[src/rtli_pkg.sv]
package rtli_pkg;

  // Command codes carried in the input tuser
  typedef enum logic [1:0] {
    CMD_INSERT = 2'd0,
    CMD_READ   = 2'd1,
    CMD_CLEAR  = 2'd2
  } cmd_e;

  localparam int unsigned ScoreW = 31;
  localparam int unsigned TimeW  = 32;
  localparam int unsigned TagW   = 16;
  localparam int unsigned RrankW = 5;
  localparam int unsigned PrankW = 5;
  localparam int unsigned EcntW  = 6;

  // One list entry
  typedef struct packed {
    logic [TagW-1:0]   tag;
    logic [TimeW-1:0]  time_ms;
    logic [ScoreW-1:0] score;
  } entry_t;

  // Control part of the token that walks down the cell chain
  typedef struct packed {
    logic              active;
    logic              ins;
    logic              done;
    logic [RrankW-1:0] read_rank;
  } link_t;

  // Result beat, last field in the lowest bits
  typedef struct packed {
    logic [EcntW-1:0]  entry_count;
    logic [TagW-1:0]   entry_tag;
    logic [TimeW-1:0]  entry_time;
    logic [ScoreW-1:0] entry_score;
    logic              entry_valid;
    logic [PrankW-1:0] placed_rank;
    logic              placed;
  } result_t;

endpackage

[src/rtli_cell.sv]
module rtli_cell import rtli_pkg::*; #(
  parameter int unsigned CNT_W  = 6,
  parameter int unsigned RANK_W = 5,
  parameter int unsigned POS    = 0
) (
  input  logic              clk_i,
  input  logic              rst_ni,
  input  logic [CNT_W-1:0]  count_i,
  input  link_t             link_i,
  input  entry_t            dat_i,
  input  logic [RANK_W-1:0] rank_i,
  output link_t             link_o,
  output entry_t            dat_o,
  output logic [RANK_W-1:0] rank_o
);

  localparam logic [CNT_W-1:0]  PosCnt  = CNT_W'(POS);
  localparam logic [RANK_W-1:0] PosRank = RANK_W'(POS);

  entry_t            own_q, own_d;
  link_t             link_q, link_d;
  entry_t            dat_q, dat_d;
  logic [RANK_W-1:0] rank_q, rank_d;
  logic              live;
  logic              ahead;
  logic              hit;

  // this cell holds an entry, and the carried entry outranks or ties it
  assign live  = (count_i > PosCnt);
  assign ahead = (own_q.score < dat_i.score) ||
                 ((own_q.score == dat_i.score) && (own_q.time_ms >= dat_i.time_ms));
  assign hit   = ({27'd0, link_i.read_rank} == 32'(POS));

  // insert swaps the carried entry in, read picks up the own entry
  always_comb begin
    own_d  = own_q;
    link_d = link_i;
    dat_d  = dat_i;
    rank_d = rank_i;
    if (link_i.active) begin
      if (link_i.ins) begin
        if (link_i.done) begin
          own_d = dat_i;
          dat_d = own_q;
        end else if (!live || ahead) begin
          own_d       = dat_i;
          dat_d       = own_q;
          link_d.done = 1'b1;
          rank_d      = PosRank;
        end
      end else if (!link_i.done && live && hit) begin
        dat_d       = own_q;
        link_d.done = 1'b1;
      end
    end
  end

  always_ff @(posedge clk_i or negedge rst_ni) begin
    if (!rst_ni) begin
      link_q <= '0;
    end else begin
      link_q <= link_d;
    end
  end

  always_ff @(posedge clk_i) begin
    own_q  <= own_d;
    dat_q  <= dat_d;
    rank_q <= rank_d;
  end

  assign link_o = link_q;
  assign dat_o  = dat_q;
  assign rank_o = rank_q;

endmodule

[config.mk]
export PLATFORM = sky130hd
export DESIGN_NAME = rtli_cell
export DESIGN_NICKNAME = d
export VERILOG_FILES = /design/src/rtli_pkg.sv /design/src/rtli_cell.sv
export SDC_FILE = /design/constraint.sdc
export NUM_CORES = 1
export LEC_CHECK = 0
export ABC_AREA = 1
export BUFFER_PORTS_ARGS = -buffer_cell sky130_fd_sc_hd__buf_2
export CORE_AREA = 3 3 152 154
export CTS_CLUSTER_DIAMETER = 120
export CTS_CLUSTER_SIZE = 12
export DETAILED_ROUTE_END_ITERATION = 16
export DIE_AREA = 0 0 155 157
export PLACE_DENSITY = 0.69
export SLEW_MARGIN = 5
export SYNTH_ARGS = -nofsm -noshare
export SYNTH_HDL_FRONTEND = slang
export SYNTH_SLANG_ARGS = --single-unit
[constraint.sdc]
create_clock -name clk_i -period 3.5 [get_ports clk_i]
set_input_delay 0.175 -clock clk_i [delete_from_list [all_inputs] [get_ports clk_i]]
set_output_delay 0.175 -clock clk_i [all_outputs]
set_load 0.01 [all_outputs]
==> run summary, run 1 <==
critical path required time: 3810 ps
largest net degree at the start of global routing: 91
Clock transition at path regs: 70 ps
Leakage: 6.192 nW
Max VDD drop: 0.2398 mV
GP Congestion: 0.8201
maxcap violations: 0
Post-CTS Hold Buffers: 89
worst clock skew: 13.60 ps
drt drc: 0
Area Overhead vs Synth: 26.51%
CTS resizes: 0
Seq cells post-synth: 171
status: finished, final reports clean
clock buffer count from CTS: 17
Mapped Avg Cell Area: 7.471 µm²
vias post-DR: 9751
PortBufs: 191
Final ANT Viol Nets: 0
Warnings, synthesis: 0
Yosys top cell area share: 0.2413
syn nets: 1479
total negative slack: 0 ps
Die H: 157 µm
Max Slew Vio Count: 0
DRT iter0 DRCs: 729
Crit Path Class: primary input to flip-flop
# H-tree levels: 4
Worst R2R Path Depth: 11
crit path to: dat_o[56]$_DFF_P_
first-pass GRT wire length: 47380 µm
Slew headroom: 0.3201
synth unique cells: 25
die area: 24340 µm²
initial antenna violation count: 1
Final nets: 1707
f_max: 325.4 MHz
Hold Path Class: primary input to flip-flop
pwr dens: 419.6 nW/µm²
synth top area cells: edfxtp_1, dfxtp_1, nand2_1
clock buffer depth: 2
fraction of layout cells with a size suffix above 1: 0.1593
Post-synth EDFFs: 79
period utilisation layout: 0.8780
Starting Density: 0.4505
# setup viols final: 0
Worst-Margin Slew: 1020 ps
RR Startpoint: own_q[30]$_DFFE_PP_
# IOs: 192
post-route insts no fill: 1838
post-DP HPWL: 17080 µm
Syn Inst Count: 1316
Overflow after GRT: 0
Clock Latency Late Sink: 430 ps
CTS sink cnt: 171
R2R Setup Slk: 530 ps
# fillers: 2000
Critical Path Start Type: primary input
fin crit period: 3073 ps
worst r2r dst: dat_o[56]$_DFF_P_
Root Driver: clkbuf_16
vias in the first global route: 9409
DR vias/cell: 5.305
total iterations of the first detailed-routing run: 5
Core Area: 21820 µm²
CTS tree: built
crit path DAT: 3380 ps
Critical Path End Type: flip-flop
placed insts: 1716
all-layer global routing usage: 0.2386
Final Hold Fails: 0
Mapped Area: 9832 µm²
crit path launch: dat_i[30]
Hold Path Depth: 1
CP max FO: 80
largest area contributor in the netlist: edfxtp_1
post-synthesis sequential area ratio: 0.4327
Synth async-reset ratio: 0.04678
row count: 54
Die Wd: 155 µm
setup repair bufs after CTS: 0
Total Wirelength: 29330 µm
RSZ-0062 raised after global routing: false
wire per inst: 15.96 µm
Main synth FF type: dfxtp_1
-- worst min-delay path by stage --
stage | endpoint | startpoint
after global placement | link_o[0]$_DFF_PN0_ | rst_ni
after global routing | own_q[54]$_DFFE_PP_ | dat_i[54]
final | own_q[54]$_DFFE_PP_ | dat_i[54]
after detailed placement | link_o[0]$_DFF_PN0_ | rst_ni
after floorplan | link_o[0]$_DFF_PN0_ | rst_ni
after CTS | own_q[54]$_DFFE_PP_ | dat_i[54]
-- placed cells by master, fill, tap and decap left out, drive strengths merged, types with 79 or more instances in the layout --
cell type	n
nand4	82
buf	203
o21ai	81
nand2	248
dfxtp	84
inv	198
nand3	86
nor2	113
edfxtp	79
a21oi	182
dlygate4sd3	89
-- per-layer routing --
metal | vias up | share of wire | track usage
li1 | 4836 | - | -
met1 | 4481 | 0.44 | 0.3176
met2 | 400 | 0.47 | 0.3974
met3 | 34 | 0.082 | 0.04537
met4 | 0 | 0.014 | 0.07065
met5 | - | 0 | 0
-- cell families after synthesis --
family          after synthesis  share of synthesized area
simple gates                534                     0.2373
compound gates              271                     0.1415
flops                       171                     0.4327
buf+inv                     277                     0.1083
fa+ha+maj                    63                    0.08017
-- critical path, stage by stage --
cell and delay (ps):
dlygate4sd3_1 550, buf_2 150, inv_1 60, ha_1 320
nand2_1 100, nor2_1 150, nand3_1 100, nor3b_1 210
nand2_1 120, a21oi_4 160, buf_4 820, nand4_1 210
nand3_1 150, a21oi_1 80
-- area by class of cell --
type | count | area, µm² | share of cell area
inverter | 194 | 732.0 | 0.05885
timing repair buffer | 292 | 1967 | 0.1581
tap | 280 | 350.3 | 0.02817
clock buffer | 20 | 478.0 | 0.03843
clock inverter | 12 | 106.4 | 0.008550
multi-input combinational | 868 | 4548 | 0.3657
antenna | 1 | 2.502 | 0.0002012
sequential | 171 | 4254 | 0.3420
-- sequential cells by signal (all words and copies together), names as in the netlist --
signal and cells:
dat_o 79, link_o 8, own_q 79, rank_o 5
-- cells in the mapped netlist, types with 12 or more instances --
cell type,n
inv_1,188
dfxtp_1,84
ha_1,63
o21ai_0,81
buf_2,20
nor2_1,113
edfxtp_1,79
nand2_1,248
nand3_1,85
clkbuf_1,51
nand4_1,82
a21oi_1,181
buf_1,12
-- where the power goes --
group / switching, mW / internal, mW
clock network: 0.840 / 1.07
registers: 0.0547 / 2.25
logic: 0.612 / 0.396
-- through the flow --
stage / instance area [µm²] / worst slack (ps) / utilization / hold WS (ps) / total power [mW]
3_5_place_dp: 10960 / 586.5 / 0.5022 / 30.09 / 3.265
6_report: 12440 / 427.0 / 0.5699 / 22.21 / 5.219
4_1_cts: 12440 / 497.4 / 0.5698 / 3.035 / 5.259
5_1_grt: 12440 / 199.9 / 0.5699 / 4.367 / 5.495
2_1_floorplan: 9836 / 63.52 / - / -120.6 / 2.901
3_3_place_gp: 10960 / 619.6 / 0.5022 / 30.06 / 3.250
Note: power is estimated with default switching activity, not from simulation.
==> inputs of run 2 (changes only) <==
--- a/config.mk
+++ b/config.mk
@@ -5,14 +5,13 @@
 export SDC_FILE = /design/constraint.sdc
 export NUM_CORES = 1
 export LEC_CHECK = 0
-export ABC_AREA = 1
 export BUFFER_PORTS_ARGS = -buffer_cell sky130_fd_sc_hd__buf_2
-export CORE_AREA = 3 3 152 154
+export CORE_AREA = 3 3 139 141
 export CTS_CLUSTER_DIAMETER = 120
 export CTS_CLUSTER_SIZE = 12
 export DETAILED_ROUTE_END_ITERATION = 16
-export DIE_AREA = 0 0 155 157
-export PLACE_DENSITY = 0.69
+export DIE_AREA = 0 0 142 144
+export PLACE_DENSITY = 0.7
 export SLEW_MARGIN = 5
 export SYNTH_ARGS = -nofsm -noshare
 export SYNTH_HDL_FRONTEND = slang
==> constraint.sdc (replaced) <==
create_clock -name clk_i -period 3.5 [get_ports clk_i]
set_input_delay 0.7 -clock clk_i [delete_from_list [all_inputs] [get_ports clk_i]]
set_output_delay 0.7 -clock clk_i [all_outputs]
set_load 0.01 [all_outputs]
==> run 2 against run 1 <==
  * Synthesized cell count shrank 47%
  * Sequential cell count is the same
  * Maximum frequency grew 5.3%
  * Register-to-register slack gained 50 ps
  * Setup slack gained 150 ps
  * Critical endpoint is now rank_o[3]$_DFF_P_
  * Largest cell class is now flip-flops and latches
  * Highest routed layer unchanged
==> run summary, run 2 <==
DRT iter0 DRCs: 352 (-52%)
initial antenna violation count: 1 (unchanged)
CTS tree: built
f_max: 342.6 MHz (+5.3%)
Max VDD drop: 0.3245 mV (+35%)
cell family with most CP delay: compound AO/OA/AOI/OAI gates
Critical Path Start Type: primary input
crit path DAT: 3230 ps (-150 ps)
Worst-Margin Slew: 1024 ps (+4.520 ps)
total stage count of the critical path: 11 (-3)
DR vias/cell: 5.846 (+10%)
largest net degree at the start of global routing: 87 (-4.4%)
Final nets: 1040 (-39%)
Die Wd: 142 µm (-8.4%)
RSZ-0062 raised after global routing: false
all-layer global routing usage: 0.2135 (-0.02510)
period utilisation layout: 0.8341 (-0.04394)
largest area contributor in the netlist: edfxtp_1
drt drc: 0 (unchanged)
Syn Inst Count: 701 (-47%)
post-DP HPWL: 14160 µm (-17%)
clock buffer count from CTS: 17 (unchanged)
worst r2r dst: rank_o[3]$_DFF_P_
GP Congestion: 0.7612 (-7.2%)
setup repair bufs after CTS: 0 (unchanged)
post-route cell area: 10070 µm² (-19%)
Warnings, synthesis: 0 (unchanged)
syn nets: 864 (-42%)
Leakage: 4.631 nW (-25%)
synth unique cells: 43 (+72%)
synth top area cells: edfxtp_1, dfxtp_1, ha_1
Post-CTS Hold Buffers: 0 (-100%)
Clock transition at path regs: 60 ps (about the same)
Final Hold Fails: 0 (unchanged)
fin worst setup slack: 580.8 ps (+153.8 ps)
CP Cell Sequence: buf_2 -> inv_1 -> ha_1 -> a21oi_1 -> o21ai_1 -> a221o_1 -> a2111o_1 -> o211ai_4 -> buf_12 -> nand2_1 -> o21a_1
# setup viols final: 0 (unchanged)
first-pass GRT wire length: 34890 µm (-26%)
Final Core Density: 0.5566 (-0.01332)
CP max FO: 42 (-48%)
# IOs: 192 (unchanged)
critical path required time: 3810 ps (about the same)
crit path buf inv count: 3 (-1)
Mapped Avg Cell Area: 11.58 µm² (+55%)
# H-tree levels: 4 (unchanged)
post-synthesis sequential area ratio: 0.5241 (+0.09145)
crit path launch: dat_i[18]
total negative slack: 0 ps (unchanged)
Total Wirelength: 21710 µm (-26%)
Final ANT Viol Nets: 0 (unchanged)
Hold Path Class: primary input to asynchronous set/reset pin
Main synth FF type: dfxtp_1
maxcap violations: 0 (unchanged)
Yosys top cell area share: 0.2923 (+0.05099)
fraction of layout cells with a size suffix above 1: 0.2753 (+0.1160)
Max Slew Vio Count: 0 (unchanged)
Core Area: 18090 µm² (-17%)
Post-synth EDFFs: 79 (unchanged)
clock buffer depth: 2 (unchanged)
Clock Latency Late Sink: 420 ps (about the same)
most instantiated cells after synthesis: dfxtp_1, a22o_1, a211o_1, edfxtp_1, inv_1
CTS sink cnt: 171 (unchanged)
pre-CTS setup slack: 78.96 ps (-507.6 ps)
placed cell area: 9390 µm² (-14%)
Starting Density: 0.4488 (-0.001750)
pwr dens: 521.6 nW/µm² (+24%)
fin crit period: 2919 ps (-153.8 ps)
Synth async-reset ratio: 0.04678 (unchanged)
total iterations of the first detailed-routing run: 4 (-1)
CTS resizes: 0 (unchanged)
CP peak stage delay: 470 ps (-350 ps)
RR Startpoint: own_q[21]$_DFFE_PP_
Die H: 144 µm (-8.3%)
vias post-DR: 6548 (-33%)
wire per inst: 19.39 µm (+21%)
most frequent cells in the layout: buf_2, dfxtp_1, a22o_1, a211o_1, edfxtp_1
row count: 49 (-9.3%)
crit path to: rank_o[3]$_DFF_P_
most frequent cell after synthesis: dfxtp_1
Root Driver: clkbuf_16
Slew headroom: 0.3171 (-0.003013)
commonest non-fill, non-tap cell in the layout: buf_2
Critical Path End Type: flip-flop
Mapped Area: 8117 µm² (-17%)
Area Overhead vs Synth: 24.03%
# fillers: 1558 (-22%)
worst clock skew: 10.73 ps (-2.872 ps)
CP max-delay cell: a2111o_1
Crit Path Class: primary input to flip-flop
die area: 20450 µm² (-16%)
status: finished, final reports clean
Overflow after GRT: 0 (unchanged)
PortBufs: 191 (unchanged)
Seq cells post-synth: 171 (unchanged)
vias in the first global route: 6632 (-30%)
R2R Setup Slk: 580 ps (+50 ps)
Worst R2R Path Depth: 9 (-2)
[run 2: changes by cell type after synthesis, moves of 69 or more]
cell     delta
nand2_1   -236
a21oi_1   -159
inv_1     -122
nor2_1    -104
a22o_1     +80
nand3_1    -80
a211o_1    +79
o21ai_0    -77
nand4_1    -69
[run 2: power breakdown]
| group | leakage, nW | total (mW) | internal [mW] | switching, mW |
|---|---|---|---|---|
| Combinational | 2.77 | 0.787 | 0.353 | 0.434 |
| Clock | 0.325 | 2.15 | 1.37 | 0.774 |
| Sequential | 1.54 | 2.32 | 2.26 | 0.0616 |
| Total | 4.63 | 5.25 | 3.98 | 1.27 |
[run 2: how the worst min path moves through the flow]
stage / from / slack [ps] / to
floorplan: rst_ni / 400 / link_o[0]$_DFF_PN0_
global placement: own_q[76]$_DFFE_PP_ / 470 / dat_o[76]$_DFF_P_
detailed placement: own_q[63]$_DFFE_PP_ / 470 / dat_o[63]$_DFF_P_
CTS: rst_ni / 90 / link_o[1]$_DFF_PN0_
global route: rst_ni / 90 / link_o[1]$_DFF_PN0_
finish: rst_ni / 100 / link_o[4]$_DFF_PN0_
[run 2: area by class of cell]
| class | instances | area (µm²) | share of cell area |
|---|---|---|---|
| antenna | 1 | 2.502 | 0.0002486 |
| clock buffer | 20 | 456.7 | 0.04536 |
| clock inverter | 12 | 217.7 | 0.02163 |
| inverter | 66 | 247.7 | 0.02461 |
| multi-input combinational | 412 | 3433 | 0.3410 |
| sequential | 171 | 4254 | 0.4226 |
| tap | 229 | 286.5 | 0.02846 |
| timing repair buffer | 209 | 1169 | 0.1161 |
[run 2: metrics by stage]
stage          power [mW]  instances  hold slack, ps
2_1_floorplan       2.811        701           404.4
3_3_place_gp        3.139       1087           465.4
3_5_place_dp        3.146       1087           469.0
4_1_cts             5.307       1119           89.64
5_1_grt             5.479       1120           88.55
6_report            5.252       1120           103.1
[run 2: logic make-up after synthesis]
group                    count (synthesis)  share of synthesized area
flip-flops                             171                     0.5241
adder cells (fa/ha/maj)                 63                    0.09712
AND/OR/NAND/NOR                        130                    0.09835
AO/OA/AOI/OAI                          219                     0.2218
buffers and inverters                  118                    0.05858
[run 2: metal layers]
| metal | up-vias | GRT usage | share of wire |
|---|---|---|---|
| met5 | - | 0 | 0 |
| met4 | 0 | 0.06111 | 0.016 |
| met3 | 21 | 0.05093 | 0.062 |
| met2 | 204 | 0.3419 | 0.46 |
| met1 | 3202 | 0.2908 | 0.46 |
| li1 | 3121 | - | - |
