===== config.mk =====
export PLATFORM = sky130hd
export DESIGN_NAME = rtli_outq
export DESIGN_NICKNAME = d
export VERILOG_FILES = /design/src/rtli_pkg.sv /design/src/rtli_outq.sv
export SDC_FILE = /design/constraint.sdc
export NUM_CORES = 1
export LEC_CHECK = 0
export BUFFER_PORTS_ARGS = -buffer_cell sky130_fd_sc_hd__buf_2
export CAP_MARGIN = 0
export CORE_UTILIZATION = 35
export DETAILED_ROUTE_END_ITERATION = 7
export HOLD_SLACK_MARGIN = 0.12
export PLACE_DENSITY = 0.64
export RECOVER_POWER = 25
export SYNTH_ARGS = -nofsm -noshare
export SYNTH_HDL_FRONTEND = slang
export SYNTH_SLANG_ARGS = --single-unit
export TNS_END_PERCENT = 100

===== constraint.sdc =====
create_clock -name clk_i -period 3.69 [get_ports clk_i]
set_input_delay 0.1845 -clock clk_i [delete_from_list [all_inputs] [get_ports clk_i]]
set_output_delay 0.1845 -clock clk_i [all_outputs]
set_load 0.1 [all_outputs]

===== src/rtli_pkg.sv =====
package rtli_pkg;

  // Command codes carried in the input tuser
  typedef enum logic [1:0] {
    CMD_INSERT = 2'd0,
    CMD_READ   = 2'd1,
    CMD_CLEAR  = 2'd2
  } cmd_e;

  localparam int unsigned ScoreW = 31;
  localparam int unsigned TimeW  = 32;
  localparam int unsigned TagW   = 16;
  localparam int unsigned RrankW = 5;
  localparam int unsigned PrankW = 5;
  localparam int unsigned EcntW  = 6;

  // One list entry
  typedef struct packed {
    logic [TagW-1:0]   tag;
    logic [TimeW-1:0]  time_ms;
    logic [ScoreW-1:0] score;
  } entry_t;

  // Control part of the token that walks down the cell chain
  typedef struct packed {
    logic              active;
    logic              ins;
    logic              done;
    logic [RrankW-1:0] read_rank;
  } link_t;

  // Result beat, last field in the lowest bits
  typedef struct packed {
    logic [EcntW-1:0]  entry_count;
    logic [TagW-1:0]   entry_tag;
    logic [TimeW-1:0]  entry_time;
    logic [ScoreW-1:0] entry_score;
    logic              entry_valid;
    logic [PrankW-1:0] placed_rank;
    logic              placed;
  } result_t;

endpackage


===== src/rtli_outq.sv =====
module rtli_outq import rtli_pkg::*; (
  input  logic    clk_i,
  input  logic    rst_ni,
  input  logic    push_i,
  input  result_t push_data_i,
  input  logic    ready_i,
  output logic    valid_o,
  output result_t data_o,
  output logic    spare_full_o
);

  logic    head_v_q, head_v_d;
  logic    spare_v_q, spare_v_d;
  result_t head_q, head_d;
  result_t spare_q, spare_d;
  logic    pop;

  assign pop = head_v_q && ready_i;

  // head register feeds the port, spare catches a beat while head stalls
  always_comb begin
    head_v_d  = head_v_q;
    head_d    = head_q;
    spare_v_d = spare_v_q;
    spare_d   = spare_q;
    if (!head_v_q || pop) begin
      if (spare_v_q) begin
        head_v_d  = 1'b1;
        head_d    = spare_q;
        spare_v_d = push_i;
        spare_d   = push_data_i;
      end else begin
        head_v_d = push_i;
        head_d   = push_data_i;
      end
    end else if (push_i) begin
      spare_v_d = 1'b1;
      spare_d   = push_data_i;
    end
  end

  always_ff @(posedge clk_i or negedge rst_ni) begin
    if (!rst_ni) begin
      head_v_q  <= 1'b0;
      spare_v_q <= 1'b0;
    end else begin
      head_v_q  <= head_v_d;
      spare_v_q <= spare_v_d;
    end
  end

  always_ff @(posedge clk_i) begin
    head_q  <= head_d;
    spare_q <= spare_d;
  end

  assign valid_o      = head_v_q;
  assign data_o       = head_q;
  assign spare_full_o = spare_v_q;

endmodule


==> impl_metrics.ini, run 1 <==
[finish]
postLayoutCoreUtil_pct = 49.1
num-nets-final = 687
seqCellArea_mm2 = 0.00558
layoutNonFillerInstCount = 869
nFillCells = 1689
layout-drive-gt1-share_pct = 35.5
design_area_mm2 = 0.00953
multi_input_area_mm2 = 0.00125
area_growth_pct = 37.6

[worst_setup_path]
regToRegStartpoint = valid_o
worst_ep_arrival_time_ps = 2260
crit_fanout = 47
criticalPathCategory = reg2reg
endpoint_kind = flop
startpoint = valid_o
required_ps = 3780
start_kind = flop

[yosys]
ys_seq_area_share_pct = 80.5
netlist_area_mm2 = 0.00692
syn-num-nets = 390
syn-instance-count = 294
synth_cell_types = 11
ys_top_cells_by_area = edfxtp_1 80%, mux2_4 10%, mux2_2 7.3%
synth_top_area_share_pct = 79.8
yosys.area.top_type = edfxtp_1
synth-seq-cells = 186
ys_warn_count = 0
avgSynthCellArea_um2 = 23.5

[timing]
tightest_slew_ps = 1220
setup_viol = 0
hold_violations = 0
fin_hold_ws_ps = 311
finalWorstPathRequiredPeriod_ps = 2160
relSlewSlack_pct = 18.9
final.period_utilization_pct = 58.6
finalMaxSlewViolations = 0
fin_skew_ps = 8.49
max_freq_mhz = 463
grt_setup_unrepaired = no
fin_tns_setup_ps = 0

[clocking]
cts.sinks = 186
cts_tree = done
numCtsBuffers = 17
clock_path_buffers = 2
worstSkewPairLatency_ps = 420
clk_pin_slew_ps = 70
cts_resized = 0
htree_num_levels = 4
root_buffer = clkbuf_16

[drt]
drt.antenna.violating_nets = 0
first_pass_iters = 4
wirelength_um = 13700
vias_per_cell = 4.34
vias = 3773
drt_iter0_markers = 90
drcViolationCount = 0
avgRoutedWirePerCell_um = 15.8

[global_routing]
grt_start_max_net_pins = 79
grt_pass1_vias = 3890
grt.total_usage_pct = 13.8
overflow = 0
grt_antenna_before_repair = 1
grt_pass1_wl_um = 20700

[power]
power.internal_mw = 3.91
power_leakage_nw = 3.54
p_sw_mw = 2.02
p_seq_share_pct = 45.4
combPwrFrac_pct = 26.3
p_clk_share_pct = 28.3
p_sw_share_pct = 34.1
peakVddDrop_uv = 317
power_density_mw_per_mm2 = 622

[worst_hold_path]
min_from = ready_i
hold_class = in2reg

[floorplanning]
die-area_mm2 = 0.0203
rows = 51
die_width_um = 143
initial_core_util_pct = 35.7
die_h_um = 143
io_pins = 190
core_area_mm2 = 0.0194

[place]
dpl.hpwl_um = 8200
placed_cells = 742
port-buffer-count = 189
place_area_mm2 = 0.00817
place_congestion = 0.684

[run]
drv_cap = 0

[run_status]
status = complete, no violations
synth_stat cells:
| cell type | number |
|---|---|
| buf_2 | 4 |
| buf_6 | 6 |
| clkbuf_2 | 1 |
| dfrtp_1 | 2 |
| edfxtp_1 | 184 |
| inv_1 | 1 |
| maj3_2 | 1 |
| mux2_2 | 45 |
| mux2_4 | 48 |
| nor2b_1 | 1 |
| or3_1 | 1 |
per-layer routing:
layer	vias to the layer above	wire length, um	track usage, %
li1	1776	-	-
met2	123	6620	22.4
met1	1858	6050	16.8
met3	16	814	4.59
met5	-	0	0
met4	0	215	5.49
kinds of logic after synthesis:
logic type / count (synthesis) / synth area share [%]
DFF: 186 / 80.5
muxes: 93 / 17.7
buffers and inverters: 12 / 1.39
and+or+nand+nor: 2 / 0.181
adders and majority gates: 1 / 0.163
cell usage in the layout, fill, tap and decap left out:
| cell type | instances |
|---|---|
| diode_2 | 1 |
| inv_6 | 3 |
| dfrtp_4 | 1 |
| maj3_2 | 1 |
| bufinv_16 | 1 |
| buf_4 | 4 |
| mux2_4 | 49 |
| inv_4 | 1 |
| buf_2 | 85 |
| clkinv_1 | 3 |
| dfrtp_1 | 1 |
| nor2b_1 | 1 |
| clkinv_4 | 1 |
| clkinvlp_4 | 1 |
| dlygate4sd3_1 | 95 |
| clkbuf_16 | 17 |
| buf_12 | 1 |
| clkinv_2 | 3 |
| clkbuf_1 | 104 |
| clkbuf_2 | 2 |
| mux2_2 | 44 |
| or3_1 | 1 |
| edfxtp_1 | 184 |
metrics by stage:
stage	setup slack (ps)	total power [mW]
after global routing	1360	6.15
after global placement	1590	4.22
after floorplan	401	3.99
final	1530	5.93
after CTS	1520	6.02
after detailed placement	1540	4.24
power groups by stage:
stage	logic, mW	registers (mW)	clock network (mW)
3_5_place_dp	1.51	2.73	0
6_report	1.56	2.69	1.68
3_3_place_gp	1.49	2.73	0
5_1_grt	1.62	2.71	1.82
4_1_cts	1.59	2.69	1.74
2_1_floorplan	0.329	3.66	0
registers in the layout, indices dropped and copies added, names as in the netlist:
register	cells
data_o	92
spare_q	92
spare_full_o	1
valid_o	1
cell type report:
| class | count | area share (%) |
|---|---|---|
| Inverter | 1 | 0.0657 |
| Tap cell | 265 | 3.48 |
| Timing Repair Buffer | 289 | 19.1 |
| Clock inverter | 12 | 1.04 |
| Sequential cell | 186 | 58.6 |
| Clock buffer | 19 | 4.54 |
| Multi-Input combinational cell | 96 | 13.2 |
| Antenna cell | 1 | 0.0263 |
final timing paths:
path,endpoint,slack [ps],cells past startpoint
max,spare_q[25],1530,3
min,spare_full_o,310,3
max reg2reg,spare_q[25],1530,3
min reg2reg,data_o[19],540,1
max in group asynchronous,spare_full_o,2900,3
min in group asynchronous,spare_full_o,640,3
repair_timing:
item / in CTS / in global routing
hold buffers: 95 / 0
setup buffers: 0 / 0
hold endpoints to repair: 188 / 0
worst max-delay path, cell delays in order, from the launching register on:
cell     delay (ps)
dfrtp_1         330
nor2b_1         400
mux2_4          670
buf_12          340
No activity file was read; power rests on OpenSTA's default activity.
==> inputs of run 2 (changes only) <==
==> constraint.sdc (replaced) <==
create_clock -name clk_i -period 2 [get_ports clk_i]
set_input_delay 0.1 -clock clk_i [delete_from_list [all_inputs] [get_ports clk_i]]
set_output_delay 0.1 -clock clk_i [all_outputs]
set_load 0.1 [all_outputs]
==> run 2 against run 1 <==
Count of clock-buffer cells in the layout shrank 2. Sequential share of layout area is 0.98 points lower. Maximum frequency increased by 18%. Worst setup slack worse by 1400 ps. Total power increased by 92%. Register-to-register slack worse by 1400 ps. Global-route usage increased by 0.40 points. Via count grew 0.34%. Combinational power grew 87%. Highest routed layer unchanged.
==> impl_metrics.ini, run 2 (synthesized netlist as in run 1, its figures left out) <==
[floorplanning]
rows = 51
io_pins = 190
initial_core_util_pct = 35.7
die_width_um = 143
die_h_um = 143
core_area_mm2 = 0.0194
die-area_mm2 = 0.0203

[worst_setup_path]
endpoint_kind = flop
worst_ep_arrival_time_ps = 1880
crit_fanout = 34
start_kind = flop
required_ps = 2040
criticalPathCategory = reg2reg

[global_routing]
met2_usage_pct = 23.0
use_met1_pct = 17.6
grt_start_max_net_pins = 56
overflow = 0
grt.total_usage_pct = 14.2
busiest_layer = met2
use_met3_pct = 4.73
grt_antenna_before_repair = 1
grt_pass1_wl_um = 21300
grt_pass1_vias = 3979

[power]
p_clk_share_pct = 30.7
power.internal_mw = 7.53
p_sw_mw = 3.84
peakVddDrop_uv = 590
power_leakage_nw = 3.64
p_seq_share_pct = 43.6
combPwrFrac_pct = 25.6
power_density_mw_per_mm2 = 1170
p_sw_share_pct = 33.8

[place]
post-place-ws_ps = 246
place_congestion = 0.709
dpl.hpwl_um = 8510
port-buffer-count = 189
placed_cells = 744

[timing]
fin_hold_ws_ps = 183
max_freq_mhz = 544
tightest_slew_ps = 1180
grt_setup_unrepaired = no
fin_skew_ps = 11.3
setup_slack_ps = 161
fin_tns_setup_ps = 0
hold_violations = 0
relSlewSlack_pct = 21.9
setup_viol = 0
final.period_utilization_pct = 92.0
finalWorstPathRequiredPeriod_ps = 1840
finalMaxSlewViolations = 0

[clocking]
worstSkewPairLatency_ps = 420
numCtsBuffers = 17
htree_num_levels = 4
clk_pin_slew_ps = 70
cts.repair_timing.setup_buffer_count = 0
cts_tree = done
clock_path_buffers = 2
root_buffer = clkbuf_16
cts_resized = 0
cts_hold_buf = 96
cts.sinks = 186

[finish]
layout-drive-gt1-share_pct = 38.9
num-nets-final = 690
layoutNonFillerInstCount = 873
layout_commonest_cell = edfxtp_1
seqCellArea_mm2 = 0.00558
multi_input_area_mm2 = 0.00126
area_growth_pct = 40.0
postLayoutCoreUtil_pct = 50.0
nFillCells = 1708
final_cell_mix = 184 x edfxtp_1, 98 x buf_2, 96 x dlygate4sd3_1

[drt]
vias = 3786
vias_per_cell = 4.34
drcViolationCount = 0
avgRoutedWirePerCell_um = 15.7
drt_iter0_markers = 157
drt.antenna.violating_nets = 0
wirelength_um = 13700
first_pass_iters = 4

[worst_hold_path]
hold_class = in2reg

[run_status]
status = complete, no violations

[run]
drv_cap = 0
run 2: cell types whose count changed in the layout (fill, tap and decap cells not counted), moves of 2 or more:
cell,previous run,this run
clkbuf_1,104,89
buf_2,85,98
buf_12,1,4
buf_4,4,2
bufinv_16,1,3
clkinv_1,3,1
clkinv_2,3,1
clkinvlp_4,1,3
inv_6,3,5
run 2: worst paths after layout:
| kind | startpoint | end | slack, ps | cells after the start |
|---|---|---|---|---|
| hold reg to reg | spare_q[12] | data_o[12] | 540 | 1 |
| setup / recovery | valid_o | data_o[90] | 160 | 3 |
| max in group asynchronous | rst_ni | valid_o | 1320 | 3 |
| setup reg to reg | valid_o | data_o[90] | 160 | 3 |
| hold / removal | ready_i | spare_full_o | 180 | 3 |
| min in group asynchronous | rst_ni | spare_full_o | 540 | 3 |
run 2: cell type report:
class / count / area share (%)
Timing Repair Buffer: 292 / 19.6
Clock inverter: 15 / 1.92
Tap cell: 265 / 3.42
Multi-Input combinational cell: 96 / 13.0
Clock buffer: 17 / 4.39
Inverter: 1 / 0.0774
Antenna cell: 1 / 0.0258
Sequential cell: 186 / 57.6
run 2: worst max-delay path: stages (launching register included):
cell        delay, ps
dfrtp_4           470
nor2b_4           150
clkinvlp_4         70
clkbuf_2          750
run 2: routing by layer:
layer  vias up  share of wire [%]
li1       1779                  -
met1      1871                 44
met2       122                 49
met3        14                5.5
met4         0                1.4
met5         -                  0
run 2: per-stage QoR:
stage,power (mW),area [um^2]
after CTS,11.5,9820
after floorplan,7.37,6940
after global placement,7.82,8250
after global routing,11.8,9690
after detailed placement,7.86,8250
final,11.4,9690
run 2: power by group through the flow:
| stage | clock (mW) | combinational, mW | sequential (mW) |
|---|---|---|---|
| floorplan | 0 | 0.612 | 6.75 |
| global placement | 0 | 2.79 | 5.03 |
| detailed placement | 0 | 2.82 | 5.04 |
| CTS | 3.58 | 2.97 | 4.96 |
| global route | 3.76 | 3.03 | 5.00 |
| finish | 3.50 | 2.91 | 4.96 |
==> inputs of run 3 (changes only) <==
--- a/config.mk
+++ b/config.mk
@@ -12,6 +12,7 @@
 export HOLD_SLACK_MARGIN = 0.12
 export PLACE_DENSITY = 0.64
 export RECOVER_POWER = 25
+export REMOVE_ABC_BUFFERS = 1
 export SYNTH_ARGS = -nofsm -noshare
 export SYNTH_HDL_FRONTEND = slang
 export SYNTH_SLANG_ARGS = --single-unit
==> run 3 against run 2 <==
Sequential power is essentially flat. Via count shrank 0.29%. Non-clock buffer count shrank 2. Worst setup slack gained 19 ps. Design area shrank 1.3%. Cell count shrank 0.46%. First-iteration DRC count grew 16%. Critical endpoint is now spare_full_o. Highest routed layer unchanged. Clock skew shrank 3.7 ps. Register-to-register slack gained 90 ps. Critical path depth shrank 1.
==> impl_metrics.ini, run 3 (synthesized netlist as in run 1, its figures left out) <==
[finish]
multi_input_area_mm2 = 0.00125
final_cell_mix = 184 x edfxtp_1, 105 x clkbuf_1, 95 x dlygate4sd3_1
num-nets-final = 688
layoutNonFillerInstCount = 869
layout-drive-gt1-share_pct = 35.3
area_growth_pct = 38.2
postLayoutCoreUtil_pct = 49.3
antenna_cells = 0
layout_commonest_cell = edfxtp_1
nFillCells = 1702
seqCellArea_mm2 = 0.00558

[floorplanning]
initial_core_util_pct = 35.7
io_pins = 190
rows = 51
die_width_um = 143
core_area_mm2 = 0.0194
die_h_um = 143
die-area_mm2 = 0.0203

[power]
power_density_mw_per_mm2 = 1140
power_leakage_nw = 3.56
p_total_mw = 10.9
peakVddDrop_uv = 550

[global_routing]
grt.total_usage_pct = 13.5
grt_pass1_wl_um = 20500
busiest_layer = met2
grt_start_max_net_pins = 56
grt_pass1_vias = 3980
use_met1_pct = 16.0
use_met3_pct = 3.49
met2_usage_pct = 23.1
overflow = 0
grt_antenna_before_repair = 0

[timing]
finalWorstPathRequiredPeriod_ps = 1820
fin_skew_ps = 7.57
setup_viol = 0
finalMaxSlewViolations = 0
fin_hold_ws_ps = 230
tightest_slew_ps = 1200
fin_tns_setup_ps = 0
grt_setup_unrepaired = no
final.period_utilization_pct = 91.0
max_freq_mhz = 550
relSlewSlack_pct = 20.3
hold_violations = 0

[clocking]
clk_pin_slew_ps = 60
clock_path_buffers = 2
numCtsBuffers = 17
htree_num_levels = 4
cts_tree = done
root_buffer = clkbuf_16
worstSkewPairLatency_ps = 420
cts.sinks = 186
cts_resized = 0

[run]
drv_cap = 0

[place]
placed_cells = 743
place_congestion = 0.704
port-buffer-count = 189
dpl.hpwl_um = 8210

[run_status]
status = complete, no violations

[drt]
vias = 3775
drt_iter0_markers = 182
first_pass_iters = 6
wirelength_um = 13300
vias_per_cell = 4.34
avgRoutedWirePerCell_um = 15.3
drt.antenna.violating_nets = 0
drcViolationCount = 0

[worst_setup_path]
crit_fanout = 54
endpoint_kind = primary output
worst_ep_arrival_time_ps = 1720
start_kind = flop
criticalPathCategory = reg2out
required_ps = 1900

[worst_hold_path]
hold_class = in2reg
-- run 3: cell types whose count changed in the layout (fill, tap and decap cells not counted), sizes merged --
| cell | before | now |
|---|---|---|
| clkbuf | 109 | 123 |
| inv | 6 | 1 |
| clkinv | 4 | 7 |
| clkinvlp | 3 | 1 |
| buf | 104 | 94 |
| diode | 1 | 0 |
| bufinv | 3 | 1 |
| dlygate4sd3 | 96 | 95 |
-- run 3: metrics by stage --
| stage | setup slack [ps] | area (um^2) |
|---|---|---|
| after floorplan | -3460 | 6830 |
| after detailed placement | 292 | 8240 |
| after global routing | 128 | 9570 |
| after global placement | 333 | 8240 |
| after CTS | 136 | 9710 |
| final | 180 | 9570 |
-- run 3: path summary, 6_finish.rpt --
| kind | slack [ps] | startpoint | endpoint | depth (start not counted) |
|---|---|---|---|---|
| max in group asynchronous | 1340 | rst_ni | spare_full_o | 3 |
| worst max-delay path | 180 | spare_full_o | spare_full_o | 2 |
| worst min-delay path | 230 | ready_i | spare_full_o | 3 |
| worst max register to register | 250 | spare_full_o | data_o[13] | 2 |
| min in group asynchronous | 520 | rst_ni | valid_o | 3 |
| worst min register to register | 550 | spare_q[59] | data_o[59] | 1 |
-- run 3: layer usage --
layer,up-vias,wire (um)
met5,-,0
met3,14,576
met4,0,176
met1,1876,5680
met2,119,6880
li1,1766,-
-- run 3: critical path, cell delays in order, from the launching register on --
cell	delay (ps)
dfrtp_4	440
buf_12	310
buf_2	500
-- run 3: power by group --
group / leakage [nW] / total, mW / switching [mW] / internal [mW]
clock network: 0.250 / 3.06 / 1.36 / 1.70
logic: 1.48 / 2.90 / 2.22 / 0.684
registers: 1.83 / 4.96 / 0.115 / 4.84
total: 3.56 / 10.9 / 3.69 / 7.22
-- run 3: layout make-up --
class,instances,share of cell area (%)
multi-input cells,96,13.1
clock buffers,22,4.64
clock inverters,9,0.797
flip-flops and latches,186,58.3
inverters,1,0.0654
repair buffers,290,19.6
well taps,265,3.46
-- run 3: what timing repair did --
action / in CTS / in global routing
setup buffers: 0 / 0
endpoints found under the hold margin: 188 / 0
hold buffers: 95 / 0
